--- src/file_transfer_receiver_fsm_core_assert.svh ---
// assertion macros shared by the receiver rtl
// each macro expects clk and rst_n in scope
`ifndef FILE_TRANSFER_RECEIVER_FSM_CORE_ASSERT_SVH
`define FILE_TRANSFER_RECEIVER_FSM_CORE_ASSERT_SVH

// consequent checked in the same cycle as the antecedent
`define FTR_ASSERT_SAME(label, ante, cons, msg) \
    label: assert property (@(posedge clk) disable iff (!rst_n) (ante) |-> (cons)) \
        else $error(msg);

// consequent checked in the cycle after the antecedent
`define FTR_ASSERT_NEXT(label, ante, cons, msg) \
    label: assert property (@(posedge clk) disable iff (!rst_n) (ante) |=> (cons)) \
        else $error(msg);

`endif

--- src/ftr_pkg.sv ---
`timescale 1ns / 1ps

package ftr_pkg;

    // field widths
    localparam int SEQ_W     = 6;
    localparam int TRY_W     = 8;
    localparam int CMD_W     = 3;
    localparam int PHASE_W   = 3;
    localparam int TDATA_W   = 16;
    localparam int APB_ADDR_W = 3;
    localparam int APB_DATA_W = 32;

    // register map (index taken from paddr above the byte offset)
    localparam logic REG_MAX_TRIES = 1'b0;
    localparam logic [TRY_W-1:0] MAX_TRIES_RESET = 8'd5;
    localparam logic [TRY_W-1:0] TRY_SAT = 8'hFF;

    // packet events
    typedef enum logic [CMD_W-1:0] {
        CMD_START  = 3'd0,
        CMD_SINIT  = 3'd1,
        CMD_FHDR   = 3'd2,
        CMD_DATA   = 3'd3,
        CMD_EOF    = 3'd4,
        CMD_BREAK  = 3'd5,
        CMD_NONE   = 3'd6,
        CMD_OTHER  = 3'd7
    } ftr_cmd_t;

    // protocol phases
    typedef enum logic [PHASE_W-1:0] {
        PH_INIT  = 3'd0,
        PH_FILE  = 3'd1,
        PH_DATA  = 3'd2,
        PH_DONE  = 3'd3,
        PH_ABORT = 3'd4
    } ftr_phase_t;

    // protocol state carried from one event to the next
    typedef struct packed {
        ftr_phase_t        phase;
        logic [SEQ_W-1:0]  expected_seq;
        logic [TRY_W-1:0]  try_count;
        logic [TRY_W-1:0]  old_try_count;
    } ftr_state_t;

    // one received packet event
    typedef struct packed {
        logic              file_open_ok;
        logic [SEQ_W-1:0]  seq_number;
        ftr_cmd_t          command;
    } ftr_event_t;

    // decision for one event
    typedef struct packed {
        ftr_phase_t        proto_state;
        logic              close_file;
        logic              open_file;
        logic              write_data;
        logic              ack_with_params;
        logic [SEQ_W-1:0]  ack_seq;
        logic              send_ack;
    } ftr_result_t;

    // saturating retry counter increment
    function automatic logic [TRY_W-1:0] sat_inc(input logic [TRY_W-1:0] cnt);
        sat_inc = (cnt == TRY_SAT) ? cnt : cnt + 8'd1;
    endfunction

endpackage

--- src/ftr_apb_regs.sv ---
`timescale 1ns / 1ps

module ftr_apb_regs
(
    input  logic                             clk,
    input  logic                             rst_n,
    input  logic                             psel,
    input  logic                             penable,
    input  logic                             pwrite,
    input  logic [ftr_pkg::APB_ADDR_W-1:0]   paddr,
    input  logic [ftr_pkg::APB_DATA_W-1:0]   pwdata,
    output logic [ftr_pkg::APB_DATA_W-1:0]   prdata,
    output logic                             pready,
    output logic [ftr_pkg::TRY_W-1:0]        max_tries
);

    logic                        wr_en;
    logic                        sel_max_tries;
    logic [ftr_pkg::TRY_W-1:0]   max_tries_reg;
    logic [ftr_pkg::TRY_W-1:0]   max_tries_next;

    // register decode, word index above the byte offset
    assign sel_max_tries = (paddr[2] == ftr_pkg::REG_MAX_TRIES);
    assign wr_en         = psel && penable && pwrite;

    always_comb
    begin
        max_tries_next = max_tries_reg;
        if (wr_en && sel_max_tries)
        begin
            max_tries_next = pwdata[ftr_pkg::TRY_W-1:0];
        end
    end

    always_ff @(posedge clk or negedge rst_n)
    begin
        if (!rst_n)
        begin
            max_tries_reg <= ftr_pkg::MAX_TRIES_RESET;
        end
        else
        begin
            max_tries_reg <= max_tries_next;
        end
    end

    // read back, unmapped words read as zero
    assign prdata    = sel_max_tries ?
                       {{(ftr_pkg::APB_DATA_W-ftr_pkg::TRY_W){1'b0}}, max_tries_reg} :
                       {ftr_pkg::APB_DATA_W{1'b0}};
    assign pready    = 1'b1;
    assign max_tries = max_tries_reg;

endmodule

--- src/ftr_decide.sv ---
`timescale 1ns / 1ps

module ftr_decide
(
    input  ftr_pkg::ftr_state_t          cur,
    input  ftr_pkg::ftr_event_t          ev,
    input  logic [ftr_pkg::TRY_W-1:0]    max_tries,
    output ftr_pkg::ftr_state_t          nxt,
    output ftr_pkg::ftr_result_t         res
);

    logic                        try_over;
    logic                        old_over;
    logic [ftr_pkg::TRY_W-1:0]   try_inc;
    logic [ftr_pkg::TRY_W-1:0]   old_inc;
    logic [ftr_pkg::SEQ_W-1:0]   prev_seq;
    logic [ftr_pkg::SEQ_W-1:0]   exp_inc;
    logic                        seq_is_exp;
    logic                        seq_is_prev;

    // retry checks use the count before its increment
    assign try_over    = cur.try_count > max_tries;
    assign old_over    = cur.old_try_count > max_tries;
    assign try_inc     = ftr_pkg::sat_inc(cur.try_count);
    assign old_inc     = ftr_pkg::sat_inc(cur.old_try_count);
    // sequence numbers wrap modulo 64
    assign prev_seq    = cur.expected_seq - 6'd1;
    assign exp_inc     = cur.expected_seq + 6'd1;
    assign seq_is_exp  = ev.seq_number == cur.expected_seq;
    assign seq_is_prev = ev.seq_number == prev_seq;

    // next state and decision for one packet event
    always_comb
    begin
        nxt = cur;
        res = '0;
        res.proto_state = cur.phase;

        if (ev.command == ftr_pkg::CMD_START)
        begin
            nxt.phase        = ftr_pkg::PH_INIT;
            nxt.expected_seq = '0;
            nxt.try_count    = '0;
        end
        else if (cur.phase inside {ftr_pkg::PH_INIT, ftr_pkg::PH_FILE, ftr_pkg::PH_DATA})
        begin
            nxt.try_count = try_inc;
            if (try_over)
            begin
                nxt.phase = ftr_pkg::PH_ABORT;
            end
            else if (ev.command == ftr_pkg::CMD_NONE)
            begin
                nxt.phase = cur.phase;
            end
            else
            begin
                case (cur.phase)
                    // waiting for send-init
                    ftr_pkg::PH_INIT:
                    begin
                        if (ev.command == ftr_pkg::CMD_SINIT)
                        begin
                            res.send_ack        = 1'b1;
                            res.ack_seq         = cur.expected_seq;
                            res.ack_with_params = 1'b1;
                            nxt.old_try_count   = try_inc;
                            nxt.try_count       = '0;
                            nxt.expected_seq    = exp_inc;
                            nxt.phase           = ftr_pkg::PH_FILE;
                        end
                        else
                        begin
                            nxt.phase = ftr_pkg::PH_ABORT;
                        end
                    end

                    // waiting for a file header or break
                    ftr_pkg::PH_FILE:
                    begin
                        case (ev.command)
                            ftr_pkg::CMD_SINIT, ftr_pkg::CMD_EOF:
                            begin
                                nxt.old_try_count = old_inc;
                                if (old_over || !seq_is_prev)
                                begin
                                    nxt.phase = ftr_pkg::PH_ABORT;
                                end
                                else
                                begin
                                    res.send_ack        = 1'b1;
                                    res.ack_seq         = ev.seq_number;
                                    res.ack_with_params = (ev.command == ftr_pkg::CMD_SINIT);
                                    nxt.try_count       = '0;
                                end
                            end
                            ftr_pkg::CMD_FHDR:
                            begin
                                if (!seq_is_exp || !ev.file_open_ok)
                                begin
                                    nxt.phase = ftr_pkg::PH_ABORT;
                                end
                                else
                                begin
                                    res.send_ack      = 1'b1;
                                    res.ack_seq       = cur.expected_seq;
                                    res.open_file     = 1'b1;
                                    nxt.old_try_count = try_inc;
                                    nxt.try_count     = '0;
                                    nxt.expected_seq  = exp_inc;
                                    nxt.phase         = ftr_pkg::PH_DATA;
                                end
                            end
                            ftr_pkg::CMD_BREAK:
                            begin
                                if (!seq_is_exp)
                                begin
                                    nxt.phase = ftr_pkg::PH_ABORT;
                                end
                                else
                                begin
                                    res.send_ack = 1'b1;
                                    res.ack_seq  = cur.expected_seq;
                                    nxt.phase    = ftr_pkg::PH_DONE;
                                end
                            end
                            default:
                            begin
                                nxt.phase = ftr_pkg::PH_ABORT;
                            end
                        endcase
                    end

                    // receiving file data
                    default:
                    begin
                        case (ev.command)
                            ftr_pkg::CMD_DATA:
                            begin
                                if (!seq_is_exp)
                                begin
                                    nxt.old_try_count = old_inc;
                                    if (old_over || !seq_is_prev)
                                    begin
                                        nxt.phase = ftr_pkg::PH_ABORT;
                                    end
                                    else
                                    begin
                                        res.send_ack        = 1'b1;
                                        res.ack_seq         = ev.seq_number;
                                        res.ack_with_params = 1'b1;
                                        nxt.try_count       = '0;
                                    end
                                end
                                else
                                begin
                                    res.write_data    = 1'b1;
                                    res.send_ack      = 1'b1;
                                    res.ack_seq       = cur.expected_seq;
                                    nxt.old_try_count = try_inc;
                                    nxt.try_count     = '0;
                                    nxt.expected_seq  = exp_inc;
                                end
                            end
                            ftr_pkg::CMD_FHDR:
                            begin
                                nxt.old_try_count = old_inc;
                                if (old_over || !seq_is_prev)
                                begin
                                    nxt.phase = ftr_pkg::PH_ABORT;
                                end
                                else
                                begin
                                    res.send_ack  = 1'b1;
                                    res.ack_seq   = ev.seq_number;
                                    nxt.try_count = '0;
                                end
                            end
                            ftr_pkg::CMD_EOF:
                            begin
                                if (!seq_is_exp)
                                begin
                                    nxt.phase = ftr_pkg::PH_ABORT;
                                end
                                else
                                begin
                                    res.send_ack     = 1'b1;
                                    res.ack_seq      = cur.expected_seq;
                                    res.close_file   = 1'b1;
                                    nxt.expected_seq = exp_inc;
                                    nxt.phase        = ftr_pkg::PH_FILE;
                                end
                            end
                            default:
                            begin
                                nxt.phase = ftr_pkg::PH_ABORT;
                            end
                        endcase
                    end
                endcase
            end
        end

        res.proto_state = nxt.phase;
    end

endmodule

--- src/file_transfer_receiver_fsm_core.sv ---
`timescale 1ns / 1ps

// Receive-side state machine of a packet file-transfer protocol. Each stream
// transaction on the s_ side is one packet event (start, packet type with its
// sequence number, or timeout); for each one exactly one decision comes out
// on the m_ side: whether to acknowledge, the acknowledgement sequence number,
// whether parameters go with it, the write/open/close flags and the new
// protocol phase. One event is taken per clock cycle while decisions are accepted;
// an event passes an input register and then a result register before its decision
// is offered, and back-pressure on the m_ side holds it in the input register.
// The phase, expected sequence number and retry counters are updated by the decision
// logic as an event moves on from the input register into the result register.
// The retry limit max_tries sits at byte address 0 of the register port and
// should only be written while no event is in flight.

`include "file_transfer_receiver_fsm_core_assert.svh"

module file_transfer_receiver_fsm_core
(
    input  logic                             clk,
    input  logic                             rst_n,
    // event stream
    input  logic                             s_tvalid,
    output logic                             s_tready,
    // [2:0] command, [8:3] seq_number, [9] file_open_ok, [15:10] zero
    input  logic [ftr_pkg::TDATA_W-1:0]      s_tdata,
    // decision stream
    output logic                             m_tvalid,
    input  logic                             m_tready,
    // [0] send_ack, [6:1] ack_seq, [7] ack_with_params, [8] write_data,
    // [9] open_file, [10] close_file, [13:11] proto_state, [15:14] zero
    output logic [ftr_pkg::TDATA_W-1:0]      m_tdata,
    // register port
    input  logic                             psel,
    input  logic                             penable,
    input  logic                             pwrite,
    input  logic [ftr_pkg::APB_ADDR_W-1:0]   paddr,
    input  logic [ftr_pkg::APB_DATA_W-1:0]   pwdata,
    output logic [ftr_pkg::APB_DATA_W-1:0]   prdata,
    output logic                             pready
);

    logic [ftr_pkg::TRY_W-1:0]   max_tries;
    logic                        in_take;
    logic                        advance;

    logic                        in_valid_reg;
    logic                        in_valid_next;
    ftr_pkg::ftr_event_t         in_event_reg;
    ftr_pkg::ftr_event_t         in_event_next;

    ftr_pkg::ftr_state_t         state_reg;
    ftr_pkg::ftr_state_t         state_next;
    ftr_pkg::ftr_state_t         state_calc;

    logic                        out_valid_reg;
    logic                        out_valid_next;
    ftr_pkg::ftr_result_t        out_res_reg;
    ftr_pkg::ftr_result_t        out_res_next;
    ftr_pkg::ftr_result_t        res_calc;

    // configuration registers
    ftr_apb_regs u_regs
    (
        .clk       (clk),
        .rst_n     (rst_n),
        .psel      (psel),
        .penable   (penable),
        .pwrite    (pwrite),
        .paddr     (paddr),
        .pwdata    (pwdata),
        .prdata    (prdata),
        .pready    (pready),
        .max_tries (max_tries)
    );

    // event decision logic
    ftr_decide u_decide
    (
        .cur       (state_reg),
        .ev        (in_event_reg),
        .max_tries (max_tries),
        .nxt       (state_calc),
        .res       (res_calc)
    );

    // handshake: an event moves on when the result register is free or draining
    assign advance  = in_valid_reg && (!out_valid_reg || m_tready);
    assign s_tready = !in_valid_reg || advance;
    assign in_take  = s_tvalid && s_tready;

    // input register
    always_comb
    begin
        in_valid_next = in_valid_reg;
        in_event_next = in_event_reg;
        if (in_take)
        begin
            in_valid_next = 1'b1;
            in_event_next = ftr_pkg::ftr_event_t'(s_tdata[9:0]);
        end
        else if (advance)
        begin
            in_valid_next = 1'b0;
        end
    end

    // protocol state and result register
    always_comb
    begin
        state_next     = state_reg;
        out_res_next   = out_res_reg;
        out_valid_next = out_valid_reg;
        if (advance)
        begin
            state_next     = state_calc;
            out_res_next   = res_calc;
            out_valid_next = 1'b1;
        end
        else if (m_tready)
        begin
            out_valid_next = 1'b0;
        end
    end

    always_ff @(posedge clk or negedge rst_n)
    begin
        if (!rst_n)
        begin
            in_valid_reg  <= 1'b0;
            out_valid_reg <= 1'b0;
            state_reg     <= '{phase: ftr_pkg::PH_INIT, expected_seq: '0,
                               try_count: '0, old_try_count: '0};
        end
        else
        begin
            in_valid_reg  <= in_valid_next;
            out_valid_reg <= out_valid_next;
            state_reg     <= state_next;
        end
    end

    // payload registers
    always_ff @(posedge clk)
    begin
        in_event_reg <= in_event_next;
        out_res_reg  <= out_res_next;
    end

    assign m_tvalid = out_valid_reg;
    assign m_tdata  = {2'b00, out_res_reg};

    // checks on the decision path
    `FTR_ASSERT_NEXT(a_start_clears, advance && in_event_reg.command == ftr_pkg::CMD_START, state_reg.phase == ftr_pkg::PH_INIT && state_reg.expected_seq == '0 && state_reg.try_count == '0, "start did not clear the protocol state")
    `FTR_ASSERT_NEXT(a_final_phase_held, advance && in_event_reg.command != ftr_pkg::CMD_START && (state_reg.phase == ftr_pkg::PH_DONE || state_reg.phase == ftr_pkg::PH_ABORT), state_reg == $past(state_reg) && !out_res_reg.send_ack, "final phase left without a start")
    `FTR_ASSERT_NEXT(a_result_tracks_phase, advance, out_valid_reg && out_res_reg.proto_state == state_reg.phase, "reported phase differs from the state register")
    `FTR_ASSERT_SAME(a_no_ack_no_seq, out_valid_reg && !out_res_reg.send_ack, out_res_reg.ack_seq == '0 && !out_res_reg.ack_with_params, "ack fields set without an acknowledgement")
    `FTR_ASSERT_NEXT(a_take_fills_input, in_take, in_valid_reg, "accepted event not held in the input register")

endmodule
--- config.mk ---
export PLATFORM = sky130hd
export DESIGN_NAME = file_transfer_receiver_fsm_core
export DESIGN_NICKNAME = d
export VERILOG_FILES = /design/src/ftr_pkg.sv /design/src/ftr_apb_regs.sv /design/src/ftr_decide.sv /design/src/file_transfer_receiver_fsm_core.sv
export VERILOG_INCLUDE_DIRS = /design/src /design/src/src
export SDC_FILE = /design/constraint.sdc
export NUM_CORES = 1
export LEC_CHECK = 0
export BUFFER_PORTS_ARGS = -buffer_cell sky130_fd_sc_hd__buf_2
export CORE_MARGIN = 1
export CORE_UTILIZATION = 50
export DETAILED_ROUTE_END_ITERATION = 6
export PLACE_DENSITY = 0.76
export SLEW_MARGIN = 20
export SYNTH_ARGS = -nofsm -noshare
export SYNTH_HDL_FRONTEND = slang
export SYNTH_SLANG_ARGS = --single-unit
--- constraint.sdc ---
create_clock -name clk -period 3.2 [get_ports clk]
set_input_delay 0.32 -clock clk [delete_from_list [all_inputs] [get_ports clk]]
set_output_delay 0.32 -clock clk [all_outputs]
set_load 0.005 [all_outputs]
# Word level (Yosys, flattened, before mapping)
# Index checks and enable logic that the tools add are counted.
[classes]
n_addsub = 4
magnitude_cmp = 2
eq_ne = 20
muxes = 50
n_bitwise = 9
reduce_logical = 32
[ops]
columns = ["operator", "n"]
rows = [
  ["$mux 22", 8],
  ["$pmux 16 s2", 2],
  ["$mux 8", 7],
  ["$pmux 25 s2", 1],
  ["$pmux 7 s3", 2],
  ["$mux 7", 4],
  ["$mux 25", 1],
  ["$mux 3", 8],
  ["$mux 6", 3],
  ["$pmux 3 s3", 2],
  ["$reduce_and 9->1", 2],
  ["$mux 17", 1],
  ["$add 8x1->8 const B", 2],
  ["$eq 8x8->1 const B", 2],
  ["$gt 8x8->1", 2],
  ["$mux 16", 1],
  ["$pmux 8 s2", 1],
  ["$reduce_or 7->1", 2],
  ["$eq 6x6->1", 2],
  ["$reduce_bool 4->1", 3],
  ["$eq 3x2->1 const B", 3],
  ["$eq 3x3->1 const B", 3],
  ["$mux 1", 9],
  ["$ne 3x2->1 const B", 3],
  ["18 further kinds", 43],
]
[totals]
regBits = 59
in_bits = 58
elab_cells = 134

# Logic depth before layout (Yosys ltp)
# Gate-level depths: netlist (run 1).
[depth]
word_depth = 14
mapped_depth = 12

# Modules after synthesis
# A second synthesis (run 1) with hierarchy kept.
[hier_totals]
hier_cells = 554
hier_area_um2 = 4979.8
[by_module_without_submodules]
columns = ["mod", "n_inst", "cells_per_inst", "area_each_um2", "seq_area_each_um2"]
rows = [
  ["ftr_decide", 1, 414, 2552.4, 0.0],
  ["file_transfer_receiver_fsm_core", 1, 88, 1845.5, 1396.3],
  ["ftr_apb_regs", 1, 52, 581.8, 202.7],
]

# Least setup slack after synthesis (run 1)
# No wires, ideal clock.
[synth_timing]
kind = "reg-to-reg"
from = "register state_reg[16] (netlist name)"
to = "register out_res_reg, in the netlist m_tdata[13], data pin"
setup_time_ps = 262
arrival_ps = 2168
required_ps = 2938
path_slack_ps = 770
stages_incl_launch_ff = 11
period_less_slack_ps = 2430
cell_sequence = "dfrtp_1 buf_4 inv_1 ha_1 xnor2_1 a311oi_2 nand4_2 nor3b_2 o21ai_0 o21ai_0 a21oi_1"
[synth_rtl]
columns = ["item", "line_no", "source"]
rows = [
  ["start, declared", "file_transfer_receiver_fsm_core.sv:52", "ftr_pkg::ftr_state_t state_reg;"],
  ["start signal, assigned", "file_transfer_receiver_fsm_core.sv:132", "state_reg <= '{phase: ftr_pkg::PH_INIT, expected_seq: '0,"],
  ["start signal, assigned", "file_transfer_receiver_fsm_core.sv:139", "state_reg <= state_next;"],
  ["end signal, assigned", "file_transfer_receiver_fsm_core.sv:147", "out_res_reg <= out_res_next;"],
  ["end, declared", "file_transfer_receiver_fsm_core.sv:58", "ftr_pkg::ftr_result_t out_res_reg;"],
]

# Worst setup path in the final report (run 1)
[layout_timing]
from = "register state_reg[17] (netlist name)"
to = "register state_reg[8] (netlist name)"
[layout_via]
elab_chain_cells = 14
[layout_rtl]
columns = ["item", "line_no", "source"]
rows = [
  ["branches (longest 9 deep; another with $sub 6x1->6)", "-", ""],
  ["$pmux 25 s2 *", "ftr_decide.sv:58", "case (cur.phase)"],
  ["$mux 22 *", "ftr_decide.sv:52", "else if (ev.command == ftr_pkg::CMD_NONE)"],
  ["$mux 22 *", "ftr_decide.sv:48", "if (try_over)"],
  ["$mux 25 *", "ftr_decide.sv:45", "else if (cur.phase inside {ftr_pkg::PH_INIT, ftr_pkg::PH_FILE, ftr_pkg::PH_DATA})"],
  ["$mux 17 *", "ftr_decide.sv:39", "if (ev.command == ftr_pkg::CMD_START)"],
]
# Every way passes the cells marked *. The select of a mux whose other input is x is not followed.
# A chain may end at the register's enable or synchronous reset.

==> load_flow_metrics.sql, run 1 <==
INSERT INTO impl_metrics (metric_group, metric, value, unit) VALUES
('clock_network', 'clock_sinks', '59', ''),
('outcome', 'outcome', 'finished clean', ''),
('timing', 'period_share', '0.8718', ''),
('route', 'routed-wl-met2', '4.586', 'mm'),
('clock_network', 'clock_insertion_delay_worst_skew', '0.34', 'ns'),
('power_and_ir_drop', 'max-vdd-ir-drop', '369.2', 'uV'),
('layout', 'largest_register_ff_count', '25', ''),
('route', 'first_iter_violations', '487', ''),
('clock_network', 'cts_hold_buf', '0', ''),
('place', 'postPlaceCellArea', '4519', 'sq um'),
('layout', 'drive_above_1_share', '0.2106', ''),
('synth', 'synth_enable_flop_cells', '24', ''),
('power_and_ir_drop', 'leakage', '1.938', 'nW'),
('floorplan', 'die_y_extent', '94.67', 'um'),
('power_and_ir_drop', 'power_per_cell_area', '622.6', 'nW/um^2'),
('place', 'port-buffer-count', '49', ''),
('critical_path', 'category_of_the_worst_setup_path_capture_point', 'register', ''),
('critical_path', 'critical_path_cell_count', '9', ''),
('critical_path', 'timing.critical_path.max_delay_family', 'simple AND/OR/NAND/NOR gates', ''),
('floorplan', 'core_area', '8258', 'sq um'),
('timing', 'max_slew_margin', '0.4552', ''),
('timing', 'fin_hold_ws', '0.05001', 'ns'),
('synth', 'yosysSeqAreaShare', '0.3724', ''),
('power_and_ir_drop', 'p_int', '0.001755', 'W'),
('clock_network', 'cts_tree', 'yes', ''),
('synth', 'yosysMostFrequentCell', 'nor2_1', ''),
('synth', 'post_synth_inst_count', '455', ''),
('synth', 'synth-warning-count', '0', ''),
('timing', 'max_clock_skew', '0.006267', 'ns'),
('grt', 'grt_usage', '0.2398', ''),
('floorplan', 'io-pin-count', '109', ''),
('clock_network', 'cts_max_level', '3', ''),
('floorplan', 'die_boundary_width', '94.67', 'um'),
('grt', 'largest_net_degree_at_the_start_of_global_routing', '36', ''),
('route', 'vias', '3681', ''),
('critical_path', 'worstPathBufferInverterCount', '1', ''),
('critical_path', 'cp_data_required_time', '3.43', 'ns'),
('critical_path', 'rr_worst_depth', '9', ''),
('place', 'routabilityCongestion', '0.9033', ''),
('route', 'detail-route-antenna-nets', '0', ''),
('timing', 'worstMarginPinSlew', '0.8123', 'ns'),
('synth', 'postSynth.topFlopCell', 'dfrtp_1', ''),
('floorplan', 'dieArea', '8962', 'sq um'),
('synth', 'asyncSetResetFlopFracSynth', '0.5932', ''),
('min_path', 'holdCritPathClass', 'in2async', ''),
('grt', 'antenna_violations_before_repair', '0', ''),
('critical_path', 'cp_max_fo', '12', ''),
('timing', 'unrepaired_setup_endpoints_after_global_routing', 'false', ''),
('synth', 'netlist_area', '4294', 'sq um'),
('power_and_ir_drop', 'switchingPower', '0.001179', 'W'),
('layout', 'layout.filler_cells', '708', ''),
('layout', 'area_added_between_synthesis_and_finish', '9.732', '%'),
('critical_path', 'crit_path_max_incr_delay', '0.52', 'ns'),
('clock_network', 'clock-root-buffer', 'clkbuf_8', ''),
('synth', 'syn-mean-instance-area', '9.438', 'sq um'),
('clock_network', 'clk_pin_slew_worst_paths', '0.07', 'ns'),
('critical_path', 'setup.worst_path.start_class', 'register', ''),
('route', 'route.detailed.drc', '0', ''),
('clock_network', 'ctsLongestPathBuffers', '2', ''),
('power_and_ir_drop', 'comb_power_share', '0.408', ''),
('timing', 'setup_viol', '0', ''),
('route', 'finalWirelength', '9.843', 'mm'),
('critical_path', 'criticalPathCategory', 'reg2reg', ''),
('synth', 'synth_top_area_cell', 'dfrtp_1', ''),
('grt', 'first_global_vias', '3338', ''),
('power_and_ir_drop', 'pwr-share-clk', '0.228', ''),
('synth', 'yosysTopAreaCellShare', '0.1923', ''),
('route', 'top_layer_used', 'met4', ''),
('route', 'met3_wirelength', '724', 'um'),
('clock_network', 'post_cts.resized_instances', '0', ''),
('timing', 'clock.fmax', '0.3585', 'GHz');
## stage by stage
stage	total power, W	std cells	util	setup slack (ns)
final	0.002934	613	0.5706	0.4103
after CTS	0.002918	613	0.5706	0.4420
after floorplan	0.001997	480	-	0.7696
after detailed placement	0.002249	597	0.5473	0.4604
after global routing	0.003131	613	0.5706	0.2665
after global placement	0.002207	597	0.5473	0.5542
## layout by cell type (no fill, tap or decap), types with 3 or more instances in the layout
| cell | n |
|---|---|
| a32o_1 | 3 |
| xnor2_1 | 9 |
| nand3_1 | 12 |
| o21ai_1 | 4 |
| nor2b_1 | 6 |
| ha_1 | 20 |
| edfxtp_1 | 24 |
| a31oi_1 | 6 |
| nor3_1 | 11 |
| a22o_1 | 5 |
| nor2_1 | 42 |
| clkinv_2 | 3 |
| and3_1 | 3 |
| nand2b_1 | 13 |
| nor3b_1 | 3 |
| xor2_1 | 3 |
| inv_1 | 15 |
| or3_1 | 4 |
| xnor2_2 | 3 |
| o22ai_1 | 8 |
| mux2_2 | 9 |
| o22a_1 | 4 |
| a21o_1 | 5 |
| o21ai_0 | 17 |
| buf_2 | 49 |
| dfrtp_1 | 33 |
| a22oi_1 | 13 |
| o211ai_1 | 4 |
| nand2_1 | 26 |
| o31ai_1 | 4 |
| nor4_1 | 3 |
| clkbuf_8 | 9 |
| a21oi_1 | 36 |
| nand3b_1 | 4 |
| buf_4 | 10 |
| nand4_1 | 9 |
| conb_1 | 27 |
## kinds of logic (layout without fill, tap and decap cells)
family,after synthesis,in the layout,share of synthesized area
AO/OA/AOI/OAI,133,133,0.2124
XOR/XNOR,16,16,0.04225
adder cells (fa/ha/maj),20,20,0.05828
buffers and inverters,62,90,0.08770
flip-flops,59,59,0.3724
multiplexers,10,10,0.02593
other,2,27,0.001749
AND/OR/NAND/NOR,153,153,0.1993
## final cells by class
| cell class | count | area, sq um | share of cell area |
|---|---|---|---|
| clock inverters | 7 | 68.82 | 0.01460 |
| repair buffers | 59 | 320.3 | 0.06798 |
| well taps | 105 | 131.4 | 0.02788 |
| clock buffers | 9 | 123.9 | 0.02629 |
| flip-flops and latches | 59 | 1599 | 0.3394 |
| inverters | 15 | 56.30 | 0.01195 |
| multi-input cells | 359 | 2412 | 0.5119 |
## per-layer routing
metal / vias to the layer above / GRT usage
met5: - / 0
met4: 0 / 0.1162
met3: 16 / 0.03784
met2: 188 / 0.3567
met1: 1737 / 0.3386
li1: 1740 / -
## path summary, 6_finish.rpt
path                                  endpoint          start  slack (ns)
setup / recovery                  state_reg[8]  state_reg[17]        0.41
hold / removal             u_regs.max_tries[6]          rst_n        0.05
setup reg to reg                  state_reg[8]  state_reg[17]        0.41
hold reg to reg                       m_tvalid   in_valid_reg        0.50
max in group asynchronous        state_reg[17]          rst_n        2.65
min in group clk               in_event_reg[0]     s_tdata[0]        0.15
## worst register-to-register path: stages, from the launching register on
cell and delay (ns):
dfrtp_1 0.52, inv_1 0.08, ha_1 0.31, xnor2_1 0.16
a311oi_2 0.28, nand4_2 0.28, or2_1 0.36, a31o_1 0.32
and3_1 0.23, a21o_1 0.15
## power groups by stage
stage	clock network, W	registers, W	logic, W
final	0.000670	0.00107	0.00120
after global routing	0.000714	0.00108	0.00133
after CTS	0.000676	0.00106	0.00118
after detailed placement	0	0.00108	0.00117
after global placement	0	0.00107	0.00114
after floorplan	0	0.00101	0.000984
(Power assumes the default switching activity.)
==> run 2: changes to the inputs <==
--- a/config.mk
+++ b/config.mk
@@ -6,11 +6,11 @@
 export SDC_FILE = /design/constraint.sdc
 export NUM_CORES = 1
 export LEC_CHECK = 0
-export BUFFER_PORTS_ARGS = -buffer_cell sky130_fd_sc_hd__buf_2
+export ABC_AREA = 1
 export CORE_MARGIN = 1
 export CORE_UTILIZATION = 50
 export DETAILED_ROUTE_END_ITERATION = 6
-export PLACE_DENSITY = 0.76
+export DONT_BUFFER_PORTS = 1
 export SLEW_MARGIN = 20
 export SYNTH_ARGS = -nofsm -noshare
 export SYNTH_HDL_FRONTEND = slang
==> load_flow_metrics.sql, run 2 <==
INSERT INTO impl_metrics (metric_group, metric, value, unit) VALUES
('outcome', 'outcome', 'finished clean', ''),
('critical_path', 'critical-path-top-cell-by-count', 'nand2_1', ''),
('layout', 'finalNetCount', '657', ''),
('synth', 'synth_top_area_cell', 'dfrtp_1', ''),
('clock_network', 'clock_sinks', '59', ''),
('synth', 'netlist_area', '4283', 'sq um'),
('grt', 'grt.busiest_layer', 'met2', ''),
('job', 'maxCapViolCount', '0', ''),
('floorplan', 'io-pin-count', '109', ''),
('critical_path', 'cp_data_required_time', '3.42', 'ns'),
('synth', 'syn-mean-instance-area', '7.488', 'sq um'),
('timing', 'fin_hold_ws', '0.06923', 'ns'),
('place', 'port-buffer-count', '0', ''),
('critical_path', 'worstPathBufferInverterCount', '2', ''),
('min_path', 'worst_hold_path.num_cells', '0', ''),
('timing', 'setup_viol', '0', ''),
('synth', 'yosysMostFrequentCell', 'nand2_1', ''),
('synth', 'asyncSetResetFlopFracSynth', '0.5932', ''),
('clock_network', 'clk_pin_slew_worst_paths', '0.07', 'ns'),
('place', 'detailed_place_hpwl', '7.709', 'mm'),
('critical_path', 'criticalPathCategory', 'reg2reg', ''),
('timing', 'worstMarginPinSlew', '0.7021', 'ns'),
('route', 'drtPass1Iterations', '5', ''),
('timing', 'final_max_slew_viol_count', '0', ''),
('layout', 'most-common-layout-cells', 'nand2_1 (124), inv_1 (69), nor2_1 (66)', ''),
('clock_network', 'clock_buffer_count_from_cts', '9', ''),
('synth', 'post_synth_inst_count', '572', ''),
('synth', 'yosysSeqAreaShare', '0.3734', ''),
('critical_path', 'reg_to_reg_critical_path_endpoint', 'state_reg[16]', ''),
('layout', 'drive_above_1_share', '0.1130', ''),
('synth', 'ys_top_cells_by_area', 'dfrtp_1 (19%), edfxtp_1 (17%), nand2_1 (11%)', ''),
('layout', 'final_common_cell', 'nand2_1', ''),
('critical_path', 'category_of_the_worst_setup_path_capture_point', 'register', ''),
('critical_path', 'r2r_setup_slack', '0.72', 'ns'),
('power_and_ir_drop', 'power_per_cell_area', '728.5', 'nW/um^2'),
('layout', 'layout.filler_cells', '768', ''),
('layout', 'antenna_cells_inserted', '0', ''),
('grt', 'grt_use_met3', '0.03865', ''),
('timing', 'period_share', '0.7746', ''),
('clock_network', 'cts_max_level', '3', ''),
('critical_path', 'rr_worst_depth', '14', ''),
('grt', 'first_global_vias', '3316', ''),
('critical_path', 'cp_max_fo', '9', ''),
('grt', 'grt_first_pass_wirelength', '16.33', 'mm'),
('critical_path', 'crit_path_max_incr_delay', '0.51', 'ns'),
('grt', 'grt_usage', '0.2423', ''),
('clock_network', 'clock_insertion_delay_worst_skew', '0.35', 'ns'),
('timing', 'final_period_minus_worst_setup_slack', '2.479', 'ns'),
('critical_path', 'cp_cell_sequence', 'inv_1 -> ha_1 -> nand2_1 -> o21ai_0 -> nand2_1 -> o211ai_1 -> nand2_1 -> inv_1 -> nand2_1 -> nand4_1 -> nor2_4 -> nand2_1 -> a21oi_1 -> a21oi_1', ''),
('route', 'vias', '3719', ''),
('floorplan', 'die_y_extent', '94.55', 'um'),
('place', 'routabilityCongestion', '0.8949', ''),
('clock_network', 'ctsLongestPathBuffers', '2', ''),
('route', 'finalWirelength', '10.06', 'mm'),
('synth', 'synth-warning-count', '0', ''),
('critical_path', 'critical_path_arrival', '2.70', 'ns'),
('layout', 'largest_register_ff_count', '25', ''),
('synth', 'yosysTopAreaCellShare', '0.1928', ''),
('grt', 'gr-usage-met1', '0.3449', ''),
('synth', 'yosysUniqueCellTypes', '46', ''),
('critical_path', 'timing.critical_path.max_delay_family', 'simple AND/OR/NAND/NOR gates', ''),
('grt', 'largest_net_degree_at_the_start_of_global_routing', '36', ''),
('timing', 'max_slew_margin', '0.5283', ''),
('floorplan', 'floorplan.rows', '33', ''),
('route', 'first_iter_violations', '275', ''),
('route', 'post_detailed_route_via_to_cell_ratio', '5.398', ''),
('timing', 'clock.fmax', '0.4034', 'GHz'),
('floorplan', 'core_area', '8258', 'sq um'),
('clock_network', 'cts_tree', 'yes', ''),
('floorplan', 'dieArea', '8940', 'sq um'),
('floorplan', 'initial_core_util', '0.5186', ''),
('critical_path', 'worst_r2r_startpoint', 'u_regs.max_tries[2]', ''),
('min_path', 'holdCritPathClass', 'in2reg', ''),
('power_and_ir_drop', 'leakage', '2.198', 'nW'),
('grt', 'grt-ovfl-total', '0', ''),
('synth', 'synth_enable_flop_cells', '24', ''),
('route', 'detail-route-antenna-nets', '0', ''),
('synth', 'postSynthRegisterBits', '59', ''),
('critical_path', 'worst_path_max_delay_cell', 'dfstp_2', ''),
('route', 'post_drt_wl_per_cell', '14.60', 'um'),
('route', 'route.detailed.drc', '0', ''),
('clock_network', 'clock-root-buffer', 'clkbuf_8', ''),
('grt', 'groute.layer.met2.usage', '0.3690', ''),
('synth', 'ys_top_cells_by_count', 'nand2_1 (124), inv_1 (69), nor2_1 (66)', ''),
('floorplan', 'die_boundary_width', '94.55', 'um'),
('layout', 'area_added_between_synthesis_and_finish', '5.346', '%'),
('clock_network', 'cts_setup_buffers', '0', ''),
('synth', 'postSynth.topFlopCell', 'dfrtp_1', ''),
('grt', 'antenna_violations_before_repair', '0', ''),
('timing', 'final-hold-violation-count', '0', ''),
('power_and_ir_drop', 'max-vdd-ir-drop', '394.3', 'uV'),
('timing', 'max_clock_skew', '0.01054', 'ns'),
('min_path', 'hold_end', 'in_event_reg[7]', ''),
('critical_path', 'setup.worst_path.start_class', 'register', ''),
('timing', 'fin_tns_setup', '0', 'ns'),
('timing', 'unrepaired_setup_endpoints_after_global_routing', 'false', ''),
('min_path', 'worst_hold_startpoint', 's_tdata[7]', '');
==> run 2: changes by cell type in the layout (fill, tap and decap cells not counted), moves of 8 or more <==
cell	change
nor2_1	+24
inv_2	+19
buf_2	-49
xnor2_1	-8
inv_1	+54
nand2_1	+98
buf_4	-8
nand2b_1	-13
a22oi_1	-13
nand3_1	+22
o22ai_1	+11
mux2_2	-9
==> run 2: worst max-delay path by stage <==
stage	start	endpoint	slack, ns	cells past startpoint
floorplan	u_regs.max_tries[2]	state_reg[21]	1.15	14
global placement	state_reg[17]	state_reg[14]	0.81	14
detailed placement	state_reg[17]	m_tdata[12]	0.76	13
CTS	state_reg[17]	m_tdata[12]	0.74	13
global route	u_regs.max_tries[2]	state_reg[17]	0.52	14
finish	u_regs.max_tries[2]	state_reg[16]	0.72	14
==> run 2: timing repair <==
action                    CTS  global route
hold endpoints to repair   35             0
gates resized for setup     0             0
hold buffers                2             0
==> run 2: final cells by class <==
cell class	instances	area (sq um)	area share
clock inverters	1	5.005	0.001109
well taps	105	131.4	0.02912
clock buffers	15	187.7	0.04160
flip-flops and latches	59	1599	0.3544
repair buffers	4	45.04	0.009983
multi-input cells	415	2201	0.4878
inverters	90	342.8	0.07598
==> run 2: through the flow <==
stage | area [sq um] | total power, W | worst slack, ns | util | std cells
floorplan | 4377 | 0.002278 | 1.153 | - | 597
global placement | 4289 | 0.002544 | 0.8104 | 0.5194 | 671
detailed placement | 4289 | 0.002588 | 0.7595 | 0.5194 | 671
CTS | 4512 | 0.003289 | 0.7413 | 0.5464 | 689
global route | 4512 | 0.003557 | 0.5207 | 0.5464 | 689
finish | 4512 | 0.003287 | 0.7214 | 0.5464 | 689
==> run 2: logic make-up (layout without fill, tap and decap cells) <==
family          count (synthesis)  after routing  share of synthesized area
compound gates                 89             89                     0.1280
xor+xnor                        9              9                    0.01841
fa+ha+maj                      20             20                    0.05843
buf+inv                       123            110                     0.1347
flops                          59             59                     0.3734
other cells                     2             27                   0.001754
simple gates                  270            270                     0.2854
==> run 2: power breakdown <==
part           switching [W]  internal, W
combinational       0.000952     0.000466
clock               0.000315     0.000371
sequential          0.000198     0.000984
==> run 2: metal layers <==
metal,share of wire,routed length (um),up-vias
li1,-,-,1841
met1,0.49,4898,1721
met2,0.44,4408,141
met3,0.059,590,16
met4,0.016,160,0
met5,0,0,-
==> run 3: changes to the inputs <==
--- a/config.mk
+++ b/config.mk
@@ -6,7 +6,7 @@
 export SDC_FILE = /design/constraint.sdc
 export NUM_CORES = 1
 export LEC_CHECK = 0
-export ABC_AREA = 1
+export ABC_AREA = 0
 export CORE_MARGIN = 1
 export CORE_UTILIZATION = 50
 export DETAILED_ROUTE_END_ITERATION = 6
==> constraint.sdc (replaced) <==
create_clock -name clk -period 2.48 [get_ports clk]
set_input_delay 0.248 -clock clk [delete_from_list [all_inputs] [get_ports clk]]
set_output_delay 0.248 -clock clk [all_outputs]
set_load 0.005 [all_outputs]
==> load_flow_metrics.sql, run 3 (synthesis results as in run 1) <==
INSERT INTO impl_metrics (metric_group, metric, value, unit) VALUES
('outcome', 'outcome', 'finished clean', ''),
('floorplan', 'floorplan.rows', '33', ''),
('layout', 'area_added_between_synthesis_and_finish', '27.10', '%'),
('clock_network', 'ctsLongestPathBuffers', '2', ''),
('critical_path', 'cp_max_fo', '5', ''),
('route', 'route.detailed.drc', '0', ''),
('critical_path', 'rr_worst_depth', '10', ''),
('layout', 'finish.cell_count_without_fillers', '653', ''),
('timing', 'worstMarginPinSlew', '0.6485', 'ns'),
('clock_network', 'cts_tree', 'yes', ''),
('critical_path', 'worst_r2r_startpoint', 'state_reg[16]', ''),
('min_path', 'worst_hold_startpoint', 's_tvalid', ''),
('layout', 'final_core_util', '0.6609', ''),
('floorplan', 'die_boundary_width', '94.67', 'um'),
('timing', 'finalWorstSetupSlack', '0.03063', 'ns'),
('layout', 'final_common_cell', 'buf_4', ''),
('power_and_ir_drop', 'leakage', '2.258', 'nW'),
('timing', 'period_share', '0.9876', ''),
('layout', 'antenna_cells_inserted', '0', ''),
('route', 'post_detailed_route_via_to_cell_ratio', '5.836', ''),
('grt', 'grt_usage', '0.2665', ''),
('critical_path', 'setup.worst_path.start_class', 'register', ''),
('route', 'drtPass1Iterations', '5', ''),
('layout', 'most-common-layout-cells', 'buf_4 (81), nor2_1 (42), dfrtp_1 (33)', ''),
('place', 'place_worst_setup_slack', '-0.09823', 'ns'),
('floorplan', 'dieArea', '8962', 'sq um'),
('clock_network', 'clock_buffer_count_from_cts', '9', ''),
('place', 'port-buffer-count', '0', ''),
('route', 'first_iter_violations', '202', ''),
('critical_path', 'timing.critical_path.max_delay_family', 'compound AO/OA/AOI/OAI gates', ''),
('timing', 'max_clock_skew', '0.009182', 'ns'),
('critical_path', 'worst_path_max_delay_cell', 'dfrtp_1', ''),
('timing', 'final_period_minus_worst_setup_slack', '2.449', 'ns'),
('critical_path', 'crit_path_max_incr_delay', '0.40', 'ns'),
('floorplan', 'io-pin-count', '109', ''),
('grt', 'grt_first_pass_wirelength', '17.84', 'mm'),
('floorplan', 'die_y_extent', '94.67', 'um'),
('grt', 'first_global_vias', '3577', ''),
('critical_path', 'critical_path_arrival', '2.67', 'ns'),
('job', 'maxCapViolCount', '0', ''),
('power_and_ir_drop', 'power_per_cell_area', '842.6', 'nW/um^2'),
('min_path', 'holdCritPathClass', 'in2reg', ''),
('critical_path', 'category_of_the_worst_setup_path_capture_point', 'register', ''),
('critical_path', 'cp_cell_sequence', 'buf_4 -> xnor2_4 -> nand4_4 -> or2_4 -> o311ai_2 -> a31oi_1 -> a31o_1 -> buf_4 -> and3_1 -> a21o_1', ''),
('timing', 'max_slew_margin', '0.5672', ''),
('layout', 'finalNetCount', '621', ''),
('timing', 'final-hold-violation-count', '0', ''),
('route', 'detail-route-antenna-nets', '0', ''),
('floorplan', 'initial_core_util', '0.5200', ''),
('place', 'numPlacedInstances', '620', ''),
('critical_path', 'worstPathBufferInverterCount', '2', ''),
('route', 'finalWirelength', '11.27', 'mm'),
('min_path', 'hold_end', 'in_valid_reg', ''),
('route', 'vias', '3811', ''),
('clock_network', 'clock_insertion_delay_worst_skew', '0.34', 'ns'),
('critical_path', 'criticalPathCategory', 'reg2reg', ''),
('power_and_ir_drop', 'max-vdd-ir-drop', '563.1', 'uV'),
('clock_network', 'clk_pin_slew_worst_paths', '0.07', 'ns'),
('route', 'post_drt_wl_per_cell', '17.26', 'um'),
('timing', 'setup_viol', '0', ''),
('critical_path', 'reg_to_reg_critical_path_endpoint', 'state_reg[8]', ''),
('timing', 'unrepaired_setup_endpoints_after_global_routing', 'true', ''),
('grt', 'antenna_violations_before_repair', '0', ''),
('critical_path', 'critical-path-top-cell-by-count', 'buf_4', ''),
('floorplan', 'core_area', '8258', 'sq um'),
('layout', 'drive_above_1_share', '0.2938', ''),
('critical_path', 'worst_setup_path_startpoint', 'state_reg[16]', ''),
('clock_network', 'cts_max_level', '3', ''),
('critical_path', 'cp_data_required_time', '2.70', 'ns'),
('place', 'detailed_place_hpwl', '8.406', 'mm'),
('timing', 'clock.fmax', '0.4083', 'GHz'),
('min_path', 'worst_hold_path.num_cells', '1', ''),
('grt', 'grt-ovfl-total', '0', ''),
('place', 'routabilityCongestion', '0.8861', ''),
('timing', 'final_max_slew_viol_count', '0', ''),
('layout', 'largest_register_ff_count', '25', ''),
('clock_network', 'clock-root-buffer', 'clkbuf_8', ''),
('clock_network', 'clock_sinks', '59', ''),
('grt', 'largest_net_degree_at_the_start_of_global_routing', '36', ''),
('critical_path', 'r2r_setup_slack', '0.03', 'ns');
==> run 3: cell types whose count changed in the layout (fill, tap and decap cells not counted), sizes merged, moves of 6 or more <==
cell	before	now
nand2	129	26
buf	3	88
inv	90	16
nor2	76	43
nand3	37	12
nand2b	0	14
a22oi	0	13
xnor2	1	13
o22ai	19	8
dlygate4sd3	1	11
mux2	0	9
nor2b	0	6
==> run 3: worst register-to-register path, stage by stage (launching register included) <==
cell,delay [ns]
dfrtp_1,0.40
buf_4,0.18
xnor2_4,0.21
nand4_4,0.11
or2_4,0.27
o311ai_2,0.33
a31oi_1,0.15
a31o_1,0.25
buf_4,0.14
and3_1,0.15
a21o_1,0.15
==> run 3: power breakdown <==
part / internal [W] / switching [W]
clock network: 0.000657 / 0.000406
registers: 0.00118 / 0.000154
logic: 0.00104 / 0.00116
total: 0.00288 / 0.00172
==> run 3: layout make-up <==
cell class	count	area, sq um
clock inverters	3	66.31
clock buffers	13	170.2
fillers	673	2800
well taps	105	131.4
inverters	15	58.81
multi-input cells	359	2609
repair buffers	99	823.3
flip-flops and latches	59	1599
==> run 3: worst max-delay path by stage <==
stage | to | slack, ns | cells after the start
floorplan | m_tdata[13] | 0.05 | 10
global placement | state_reg[0] | -0.06 | 11
detailed placement | state_reg[0] | -0.1 | 11
CTS | state_reg[0] | 0.01 | 12
global route | m_tdata[5] | -0.07 | 11
finish | state_reg[8] | 0.03 | 10
==> run 3: routing by layer <==
metal  routed length [um]  track usage
met5                    0            0
met4                  261       0.1023
met3                  618      0.04670
met2                 5151       0.4023
met1                 5239       0.3786
==> run 3: repair_timing <==
action,CTS,global route
pin swaps,4,27
hold buffers,12,0
hold endpoints to repair,45,0
setup endpoints to repair,15,26
setup buffers,4,2
gates resized for setup,9,30
==> run 3: stage by stage <==
step           total power [W]  TNS [ns]  instance area (sq um)  hold WS (ns)
6_report              0.004599         0                   5458       0.02908
5_1_grt               0.004871   -0.3679                   5458       0.01619
4_1_cts               0.004449         0                   5298       0.01981
3_5_place_dp          0.003275   -0.4206                   4860      -0.04654
3_3_place_gp          0.003230   -0.1694                   4860      -0.04665
2_1_floorplan         0.002577         0                   4388      -0.04759
